<file path="config.mk">
export PLATFORM = sky130hd
export DESIGN_NAME = multi_key_click_event_detector
export DESIGN_NICKNAME = d
export VERILOG_FILES = /design/src/sv/mkced_pkg.sv /design/src/sv/mkced_key.sv /design/src/sv/multi_key_click_event_detector.sv
export SDC_FILE = /design/constraint.sdc
export NUM_CORES = 1
export LEC_CHECK = 0
export BUFFER_PORTS_ARGS = -buffer_cell sky130_fd_sc_hd__buf_2
export CAP_MARGIN = 20
export CORE_MARGIN = 5
export CORE_UTILIZATION = 57
export DETAILED_ROUTE_END_ITERATION = 8
export GPL_TIMING_DRIVEN = 1
export PLACE_DENSITY_LB_ADDON = 0.2
export SKIP_LAST_GASP = 1
export SLEW_MARGIN = 20
export SYNTH_ARGS = -nofsm -noshare
export SYNTH_HDL_FRONTEND = slang
export SYNTH_SLANG_ARGS = --single-unit
</file>
<file path="constraint.sdc">
create_clock -name clock -period 4.6 [get_ports clock]
set_clock_uncertainty 0.1 [all_clocks]
set_input_delay 0.23 -clock clock [delete_from_list [all_inputs] [get_ports clock]]
set_output_delay 0.23 -clock clock [all_outputs]
set_load 0.005 [all_outputs]
</file>
<file path="src/sv/mkced_pkg.sv">
`timescale 1ns / 1ps
`default_nettype none
// ----------------------------------------------------------------------------
// mkced_pkg: shared types and constants of the click event detector
// Register indexes, flag bit positions, press phase codes and the
// control and timer structs passed from the top level to the key cells.
// ----------------------------------------------------------------------------
package mkced_pkg;

   // field widths
   localparam int SCAN_W  = 8;
   localparam int TICKS_W = 16;
   localparam int MASK_W  = 4;
   localparam int FLAG_W  = 7;
   localparam int IDX_W   = 2;
   localparam int CSR_IDX_W = 3;
   localparam int CSR_DATA_W = 16;

   // keys that have a pin in the pin field
   localparam int PIN_FIELD_KEYS = 4;

   // register indexes
   localparam logic [CSR_IDX_W-1:0] CSR_SCAN_PERIOD  = 3'd0;
   localparam logic [CSR_IDX_W-1:0] CSR_LONG_TICKS   = 3'd1;
   localparam logic [CSR_IDX_W-1:0] CSR_DOUBLE_TICKS = 3'd2;
   localparam logic [CSR_IDX_W-1:0] CSR_REPEAT_TICKS = 3'd3;
   localparam logic [CSR_IDX_W-1:0] CSR_ACTIVE_MASK  = 3'd4;

   // register reset values
   localparam logic [SCAN_W-1:0]  RST_SCAN_PERIOD  = 8'd15;
   localparam logic [TICKS_W-1:0] RST_LONG_TICKS   = 16'd2000;
   localparam logic [TICKS_W-1:0] RST_DOUBLE_TICKS = 16'd200;
   localparam logic [TICKS_W-1:0] RST_REPEAT_TICKS = 16'd100;
   localparam logic [MASK_W-1:0]  RST_ACTIVE_MASK  = 4'd12;

   // event flag bit positions
   localparam int FLAG_HOLD   = 0;
   localparam int FLAG_DOWN   = 1;
   localparam int FLAG_UP     = 2;
   localparam int FLAG_SINGLE = 3;
   localparam int FLAG_DOUBLE = 4;
   localparam int FLAG_LONG   = 5;
   localparam int FLAG_REPEAT = 6;

   // per-key press phase
   typedef enum logic [2:0] {
      PH_IDLE        = 3'd0,
      PH_PRESSED     = 3'd1,
      PH_WAIT_SECOND = 3'd2,
      PH_SECOND_HELD = 3'd3,
      PH_LONG_HELD   = 3'd4
   } phase_type;

   // timer reload values
   typedef struct packed {
      logic [TICKS_W-1:0] long_ticks;
      logic [TICKS_W-1:0] double_ticks;
      logic [TICKS_W-1:0] repeat_ticks;
   } timer_cfg_type;

   // what the current word does to the key cells
   typedef struct packed {
      logic              tick;
      logic              scan;
      logic              check;
      logic [IDX_W-1:0]  key_index;
      logic [FLAG_W-1:0] event_mask;
   } step_ctrl_type;

endpackage
`default_nettype wire

</file>
<file path="src/sv/mkced_key.sv">
`timescale 1ns / 1ps
`default_nettype none
// ----------------------------------------------------------------------------
// mkced_key: state of one key
// Countdown timer, debounced level, press phase and sticky event flags,
// updated by ticks and scans, read and cleared by checks.
// ----------------------------------------------------------------------------
module mkced_key
   import mkced_pkg::*;
#(
   parameter int KEY_ID     = 0,
   parameter int TIMER_BITS = 16
) (
   input  wire logic          clock,
   input  wire logic          reset,
   input  wire step_ctrl_type ctrl,
   input  wire timer_cfg_type tcfg,
   input  wire logic          sample,
   output logic               hit
);

   logic [TIMER_BITS-1:0] countdown_ff, countdown_in;
   logic                  pressed_ff, pressed_in;
   phase_type             phase_ff, phase_in;
   logic [FLAG_W-1:0]     flags_ff, flags_in;

   logic                  selected;
   logic [TIMER_BITS-1:0] load_long, load_double, load_repeat;

   assign selected    = ctrl.check && (32'(ctrl.key_index) == KEY_ID);
   assign load_long   = TIMER_BITS'(tcfg.long_ticks);
   assign load_double = TIMER_BITS'(tcfg.double_ticks);
   assign load_repeat = TIMER_BITS'(tcfg.repeat_ticks);

   // next state of the key
   always_comb begin
      countdown_in = countdown_ff;
      pressed_in   = pressed_ff;
      phase_in     = phase_ff;
      flags_in     = flags_ff;
      hit          = 1'b0;

      // countdown runs on every tick, ahead of the scan
      if (ctrl.tick && (countdown_ff != '0)) begin
         countdown_in = countdown_ff - 1'b1;
      end

      if (ctrl.scan) begin
         pressed_in = sample;
         flags_in[FLAG_HOLD] = sample;
         if (sample && !pressed_ff) begin
            flags_in[FLAG_DOWN] = 1'b1;
         end
         if (!sample && pressed_ff) begin
            flags_in[FLAG_UP] = 1'b1;
         end

         // press phase machine
         case (phase_ff)
            PH_PRESSED: begin
               if (!sample) begin
                  countdown_in = load_double;
                  phase_in     = PH_WAIT_SECOND;
               end else if (countdown_in == '0) begin
                  countdown_in        = load_repeat;
                  flags_in[FLAG_LONG] = 1'b1;
                  phase_in            = PH_LONG_HELD;
               end
            end
            PH_WAIT_SECOND: begin
               if (sample) begin
                  flags_in[FLAG_DOUBLE] = 1'b1;
                  phase_in              = PH_SECOND_HELD;
               end else if (countdown_in == '0) begin
                  flags_in[FLAG_SINGLE] = 1'b1;
                  phase_in              = PH_IDLE;
               end
            end
            PH_SECOND_HELD: begin
               if (!sample) begin
                  phase_in = PH_IDLE;
               end
            end
            PH_LONG_HELD: begin
               if (!sample) begin
                  phase_in = PH_IDLE;
               end else if (countdown_in == '0) begin
                  countdown_in          = load_repeat;
                  flags_in[FLAG_REPEAT] = 1'b1;
               end
            end
            default: begin
               phase_in = PH_IDLE;
               if (sample) begin
                  countdown_in = load_long;
                  phase_in     = PH_PRESSED;
               end
            end
         endcase
      end

      // check: report and clear masked flags, hold stays
      if (selected && ((flags_ff & ctrl.event_mask) != '0)) begin
         hit = 1'b1;
         flags_in = flags_ff &
                    ~(ctrl.event_mask & ~(FLAG_W'(1) << FLAG_HOLD));
      end
   end

   // key state registers
   always_ff @(posedge clock) begin
      if (reset) begin
         countdown_ff <= '0;
         pressed_ff   <= 1'b0;
         phase_ff     <= PH_IDLE;
         flags_ff     <= '0;
      end else begin
         countdown_ff <= countdown_in;
         pressed_ff   <= pressed_in;
         phase_ff     <= phase_in;
         flags_ff     <= flags_in;
      end
   end

endmodule
`default_nettype wire

</file>
<file path="src/sv/multi_key_click_event_detector.sv">
`timescale 1ns / 1ps
`default_nettype none
// ----------------------------------------------------------------------------
// multi_key_click_event_detector: per-key click event detector
// Debounced scan of the key pins with single, double, long and repeat
// press flags, read and cleared by check words.
// ----------------------------------------------------------------------------
// Takes one word per cycle on req and gives one word per cycle on rsp while
// rsp_tready stays high; a word is held in the input register, is applied to
// the key cells and lands in the result register, which drives rsp_tvalid.
// While a result waits for rsp_tready, the input register takes one more
// word and then req_tready drops until the result is taken. A tick word
// (tuser 0) decrements all nonzero key timers and, every scan_period ticks,
// samples the pins; its result is hit 0. A check word (tuser 1) returns hit
// 1 if any flag of the chosen key under the mask is set, and clears those
// flags except hold. Write registers only while idle.
// ----------------------------------------------------------------------------
module multi_key_click_event_detector
   import mkced_pkg::*;
#(
   parameter int KEYS       = 4,
   parameter int TIMER_BITS = 16
) (
   input  wire logic                  clock,
   input  wire logic                  reset,
   // input words
   input  wire logic                  req_tvalid,
   output logic                       req_tready,
   input  wire logic [15:0]           req_tdata,  // pin_levels[3:0], key_index[5:4],
                                                  // event_mask[12:6], zero pad
   input  wire logic                  req_tuser,  // kind
   // result words
   output logic                       rsp_tvalid,
   input  wire logic                  rsp_tready,
   output logic [7:0]                 rsp_tdata,  // hit[0], zero pad
   // register writes
   input  wire logic                  csr_we,
   input  wire logic [CSR_IDX_W-1:0]  csr_index,
   input  wire logic [CSR_DATA_W-1:0] csr_wdata
);

   // configuration registers
   logic [SCAN_W-1:0]  scan_period_ff;
   logic [TICKS_W-1:0] long_ticks_ff, double_ticks_ff, repeat_ticks_ff;
   logic [MASK_W-1:0]  active_mask_ff;

   always_ff @(posedge clock) begin
      if (reset) begin
         scan_period_ff  <= RST_SCAN_PERIOD;
         long_ticks_ff   <= RST_LONG_TICKS;
         double_ticks_ff <= RST_DOUBLE_TICKS;
         repeat_ticks_ff <= RST_REPEAT_TICKS;
         active_mask_ff  <= RST_ACTIVE_MASK;
      end else if (csr_we) begin
         case (csr_index)
            CSR_SCAN_PERIOD:  scan_period_ff  <= csr_wdata[SCAN_W-1:0];
            CSR_LONG_TICKS:   long_ticks_ff   <= csr_wdata[TICKS_W-1:0];
            CSR_DOUBLE_TICKS: double_ticks_ff <= csr_wdata[TICKS_W-1:0];
            CSR_REPEAT_TICKS: repeat_ticks_ff <= csr_wdata[TICKS_W-1:0];
            CSR_ACTIVE_MASK:  active_mask_ff  <= csr_wdata[MASK_W-1:0];
            default: ;
         endcase
      end
   end

   // input register
   logic               s1_valid_ff;
   logic               s1_kind_ff;
   logic [3:0]         s1_pins_ff;
   logic [IDX_W-1:0]   s1_idx_ff;
   logic [FLAG_W-1:0]  s1_mask_ff;
   logic               advance;

   assign advance    = s1_valid_ff && (!rsp_tvalid || rsp_tready);
   assign req_tready = !s1_valid_ff || advance;

   always_ff @(posedge clock) begin
      if (reset) begin
         s1_valid_ff <= 1'b0;
      end else if (req_tready) begin
         s1_valid_ff <= req_tvalid;
      end
   end

   always_ff @(posedge clock) begin
      if (req_tready && req_tvalid) begin
         s1_kind_ff <= req_tuser;
         s1_pins_ff <= req_tdata[3:0];
         s1_idx_ff  <= req_tdata[5:4];
         s1_mask_ff <= req_tdata[12:6];
      end
   end

   // scan divider
   logic [SCAN_W-1:0] scan_count_ff, scan_count_in, scan_count_inc;
   logic              tick, scan;

   assign tick           = advance && !s1_kind_ff;
   assign scan_count_inc = scan_count_ff + 1'b1;
   assign scan           = tick && (scan_count_inc >= scan_period_ff);

   always_comb begin
      scan_count_in = scan_count_ff;
      if (scan) begin
         scan_count_in = '0;
      end else if (tick) begin
         scan_count_in = scan_count_inc;
      end
   end

   always_ff @(posedge clock) begin
      if (reset) begin
         scan_count_ff <= '0;
      end else begin
         scan_count_ff <= scan_count_in;
      end
   end

   // control to the key cells
   step_ctrl_type ctrl;
   timer_cfg_type tcfg;

   assign ctrl.tick       = tick;
   assign ctrl.scan       = scan;
   assign ctrl.check      = advance && s1_kind_ff;
   assign ctrl.key_index  = s1_idx_ff;
   assign ctrl.event_mask = s1_mask_ff;

   assign tcfg.long_ticks   = long_ticks_ff;
   assign tcfg.double_ticks = double_ticks_ff;
   assign tcfg.repeat_ticks = repeat_ticks_ff;

   // key cells
   logic [KEYS-1:0] key_hit;
   logic [KEYS-1:0] key_sample;

   for (genvar k = 0; k < KEYS; k++) begin : g_key
      if (k < PIN_FIELD_KEYS) begin : g_pin
         assign key_sample[k] = (s1_pins_ff[k] == active_mask_ff[k]);
      end else begin : g_nopin
         assign key_sample[k] = 1'b0;
      end

      mkced_key #(
         .KEY_ID     (k),
         .TIMER_BITS (TIMER_BITS)
      ) u_key (
         .clock  (clock),
         .reset  (reset),
         .ctrl   (ctrl),
         .tcfg   (tcfg),
         .sample (key_sample[k]),
         .hit    (key_hit[k])
      );
   end

   // result register
   logic rsp_valid_ff;
   logic rsp_hit_ff;

   always_ff @(posedge clock) begin
      if (reset) begin
         rsp_valid_ff <= 1'b0;
      end else if (advance) begin
         rsp_valid_ff <= 1'b1;
      end else if (rsp_tready) begin
         rsp_valid_ff <= 1'b0;
      end
   end

   always_ff @(posedge clock) begin
      if (advance) begin
         rsp_hit_ff <= |key_hit;
      end
   end

   assign rsp_tvalid = rsp_valid_ff;
   assign rsp_tdata  = {7'b0, rsp_hit_ff};

endmodule
`default_nettype wire

</file>
==> flow_summary_export.csv <==
group,metric,value,unit
outcome,outcome,"finished with violations",
outcome,violations,"design-rule violations",
finish,drive_gt1_frac,0.09011,
synth,synth.largest_area_cell,"dfxtp_1",
worst_setup_path,cp.arrival,4.39,ns
timing,timing.final.ws_setup,0.5072,ns
synth,yosys-top-cells-count,"246 x nand2_1, 195 x a21oi_1, 178 x dfxtp_1, 160 x nor2_1, 115 x clkbuf_1",
clock_tree,cts_max_level,4,
place,placed_area,12940,sq um
timing,drv_slew,0,
floorplan,chipWidth,159.0,um
worst_setup_path,crit_chain,"nand2b_1, buf_4, nand2_1, a21oi_1, mux2_2, nor4_2, nand3_1, a2111oi_0, o21a_1",
synth,synthTopCellsByArea,"dfxtp_1 28%, a21oi_1 7.7%, nand2_1 7.3%, nor2_1 4.7%, xnor2_1 3.6%",
power_and_ir_drop,power_density,266.5,nW/um^2
global_routing,grt_pass1_vias,12527,
drt,drtIter0Drc,2155,
worst_setup_path,crit_slowest_cell,"a21oi_1",
worst_setup_path,cp-end-kind,"flop",
drt,drc,12,
worst_setup_path,cp_max_fo,13,
finish,final_cell_area,13860,sq um
floorplan,fp-row-count,54,
clock_tree,clk_latency,0.45,ns
worst_setup_path,path_buf_inv,1,
finish,syn_to_final_growth,9.458,%
clock_tree,cts-root-buf,"clkbuf_16",
job,cap_viol_max_count,0,
drt,vias,13902,
timing,finalSetupViolCount,0,
floorplan,coreArea,21820,sq um
synth,synth_seq_area_share,0.3171,
clock_tree,numCtsBuffers,17,
place,dp_slack,0.6346,ns
global_routing,grt_overflow_total,0,
timing,finalSetupTns,0,ns
synth,yosys.area.top_type_share,0.2815,
timing,hold_viol_final,0,
timing,rsz0062_at_grt,"false",
global_routing,antenna_found_initial,2,
timing,period_share,0.8897,
place,place_congestion,1.039,
finish,num-fill-cells,1956,
synth,synth.distinct_cells,84,
global_routing,grt_pass1_wl,71.25,mm
clock_tree,cts_setup_buffers,0,
worst_setup_path,cp-start-kind,"flop",
floorplan,io_pins,51,
synth,synth-edff-count,15,
synth,synth.cell_area,12660,sq um
synth,async_flop_share,0,
clock_tree,clockBufferDepth,2,
timing,hold_ws,0.09417,ns
power_and_ir_drop,leakage,4.864,nW
floorplan,die_height,159.0,um
floorplan,start_util,0.5801,
worst_hold_path,hold_path_class,"input port to flop",
timing,slew_headroom,0.2629,
place,portBuffers,40,
worst_setup_path,cp.required,4.90,ns
drt,viasPerCell,6.989,
timing,post-route-min-period,4.093,ns
finish,diodes,0,
drt,first_pass_iters,9,
clock_tree,cts.sinks,193,
synth,ys_ff_latch,193,
floorplan,die-area,25290,sq um
timing,fmax,0.2443,GHz
timing,tightestPinTransition,1.102,ns
power_and_ir_drop,vdd_drop_max,0.0002379,V
drt,drt_wl_total,46.76,mm
synth,yosys_warnings,0,
worst_setup_path,path_class,"flop to flop",
clock_tree,clkTransAtPathRegs,0.09,ns
synth,synth-main-ff-cell,"dfxtp_1",
synth,syn_inst,1709,
global_routing,grt_util_all_layers,0.3500,
synth,syn_avg_cell_area,7.408,sq um
worst_setup_path,crit_family,"simple AND/OR/NAND/NOR gates",
finish,nets,1754,
clock_tree,cts_hold_buffers,31,
synth,synth_most_common_cell,"nand2_1",
power_and_ir_drop,power,3.693,mW
clock_tree,cts_tree,"done",
global_routing,grt_max_degree,73,
drt,wire_per_inst,23.51,um
drt,ant_nets,0,
clock_tree,cts_resized,0,
worst_setup_path,cp_slowest_stage_delay,0.71,ns
place,hpwl,31.38,mm
-- layer usage --
metal | vias up | track usage | routed length, um
met5 | - | 0 | 0
met4 | 0 | 0.2276 | 3585
li1 | 6259 | - | -
met2 | 1024 | 0.5008 | 19340
met1 | 6379 | 0.4641 | 17600
met3 | 240 | 0.09319 | 6233
-- cells by family after synthesis --
logic type,Yosys count,synth area share
AOI/OAI and AO/OA,557,0.2890
adders and majority gates,17,0.01680
other,1,0.0002962
xor gates and xnor gates,78,0.05396
muxes,14,0.01137
buffers and inverters,177,0.05871
DFF,193,0.3171
and+or+nand+nor,672,0.2528
-- final cells by class --
cell class | instances | area, sq um | share of cell area
Sequential cell | 193 | 4014 | 0.2897
Tap cell | 280 | 350.3 | 0.02528
Multi-Input combinational cell | 1345 | 7970 | 0.5752
Clock inverter | 15 | 175.2 | 0.01264
Timing Repair Buffer | 112 | 820.8 | 0.05923
Clock buffer | 17 | 425.4 | 0.03070
Inverter | 27 | 101.3 | 0.007314
-- registers in the layout, indices dropped and copies added, names as in the netlist, 2 cells and up --
name	flops
active_mask_ff	4
double_ticks_ff	16
g_key.u_key.countdown_ff	64
g_key.u_key.flags_ff	28
g_key.u_key.phase_ff	12
g_key.u_key.pressed_ff	4
long_ticks_ff	16
repeat_ticks_ff	16
s1_idx_ff	2
s1_mask_ff	7
s1_pins_ff	4
scan_count_ff	8
scan_period_ff	8
-- layout by cell type (no fill, tap or decap), types with 38 or more instances in the layout --
cell,n
buf_4,42
xnor2_1,50
a21oi_1,195
o21ai_0,74
nor2_1,157
dfxtp_1,178
nand3_1,48
nand2_1,246
a22oi_1,38
nor3_1,59
buf_2,39
-- worst reg2reg max path, stage by stage, from the launching register on --
cell       delay, ns
dfxtp_1         0.33
nand2b_1        0.07
buf_4           0.29
nand2_1         0.60
a21oi_1         0.72
mux2_2          0.43
nor4_2          0.34
nand3_1         0.50
a2111oi_0       0.49
o21a_1          0.19
-- metrics by stage --
| stage | std cells | util |
|---|---|---|
| after floorplan | 1715 | - |
| after global placement | 1926 | 0.5929 |
| after detailed placement | 1926 | 0.5929 |
| after CTS | 1989 | 0.6346 |
| after global routing | 1989 | 0.6350 |
| final | 1989 | 0.6350 |
-- where the power goes --
part / leakage (nW) / internal, mW / switching (mW)
sequential: 1.58 / 1.72 / 0.0651
clock: 0.297 / 0.745 / 0.806
combinational: 2.98 / 0.129 / 0.232
-- final timing paths --
path / cells after the start / slack [ns] / from / endpoint
max: 9 / 0.51 / rsp_tvalid$_SDFFE_PP0P_ / g_key[1].u_key.countdown_ff[9]$_SDFF_PP0_
min: 4 / 0.09 / rsp_tready / rsp_tvalid$_SDFFE_PP0P_
max reg2reg: 9 / 0.51 / rsp_tvalid$_SDFFE_PP0P_ / g_key[1].u_key.countdown_ff[9]$_SDFF_PP0_
min reg2reg: 2 / 0.36 / scan_period_ff[7]$_SDFFE_PP0P_ / scan_period_ff[7]$_SDFFE_PP0P_
No activity file was read; power rests on OpenSTA's default activity.
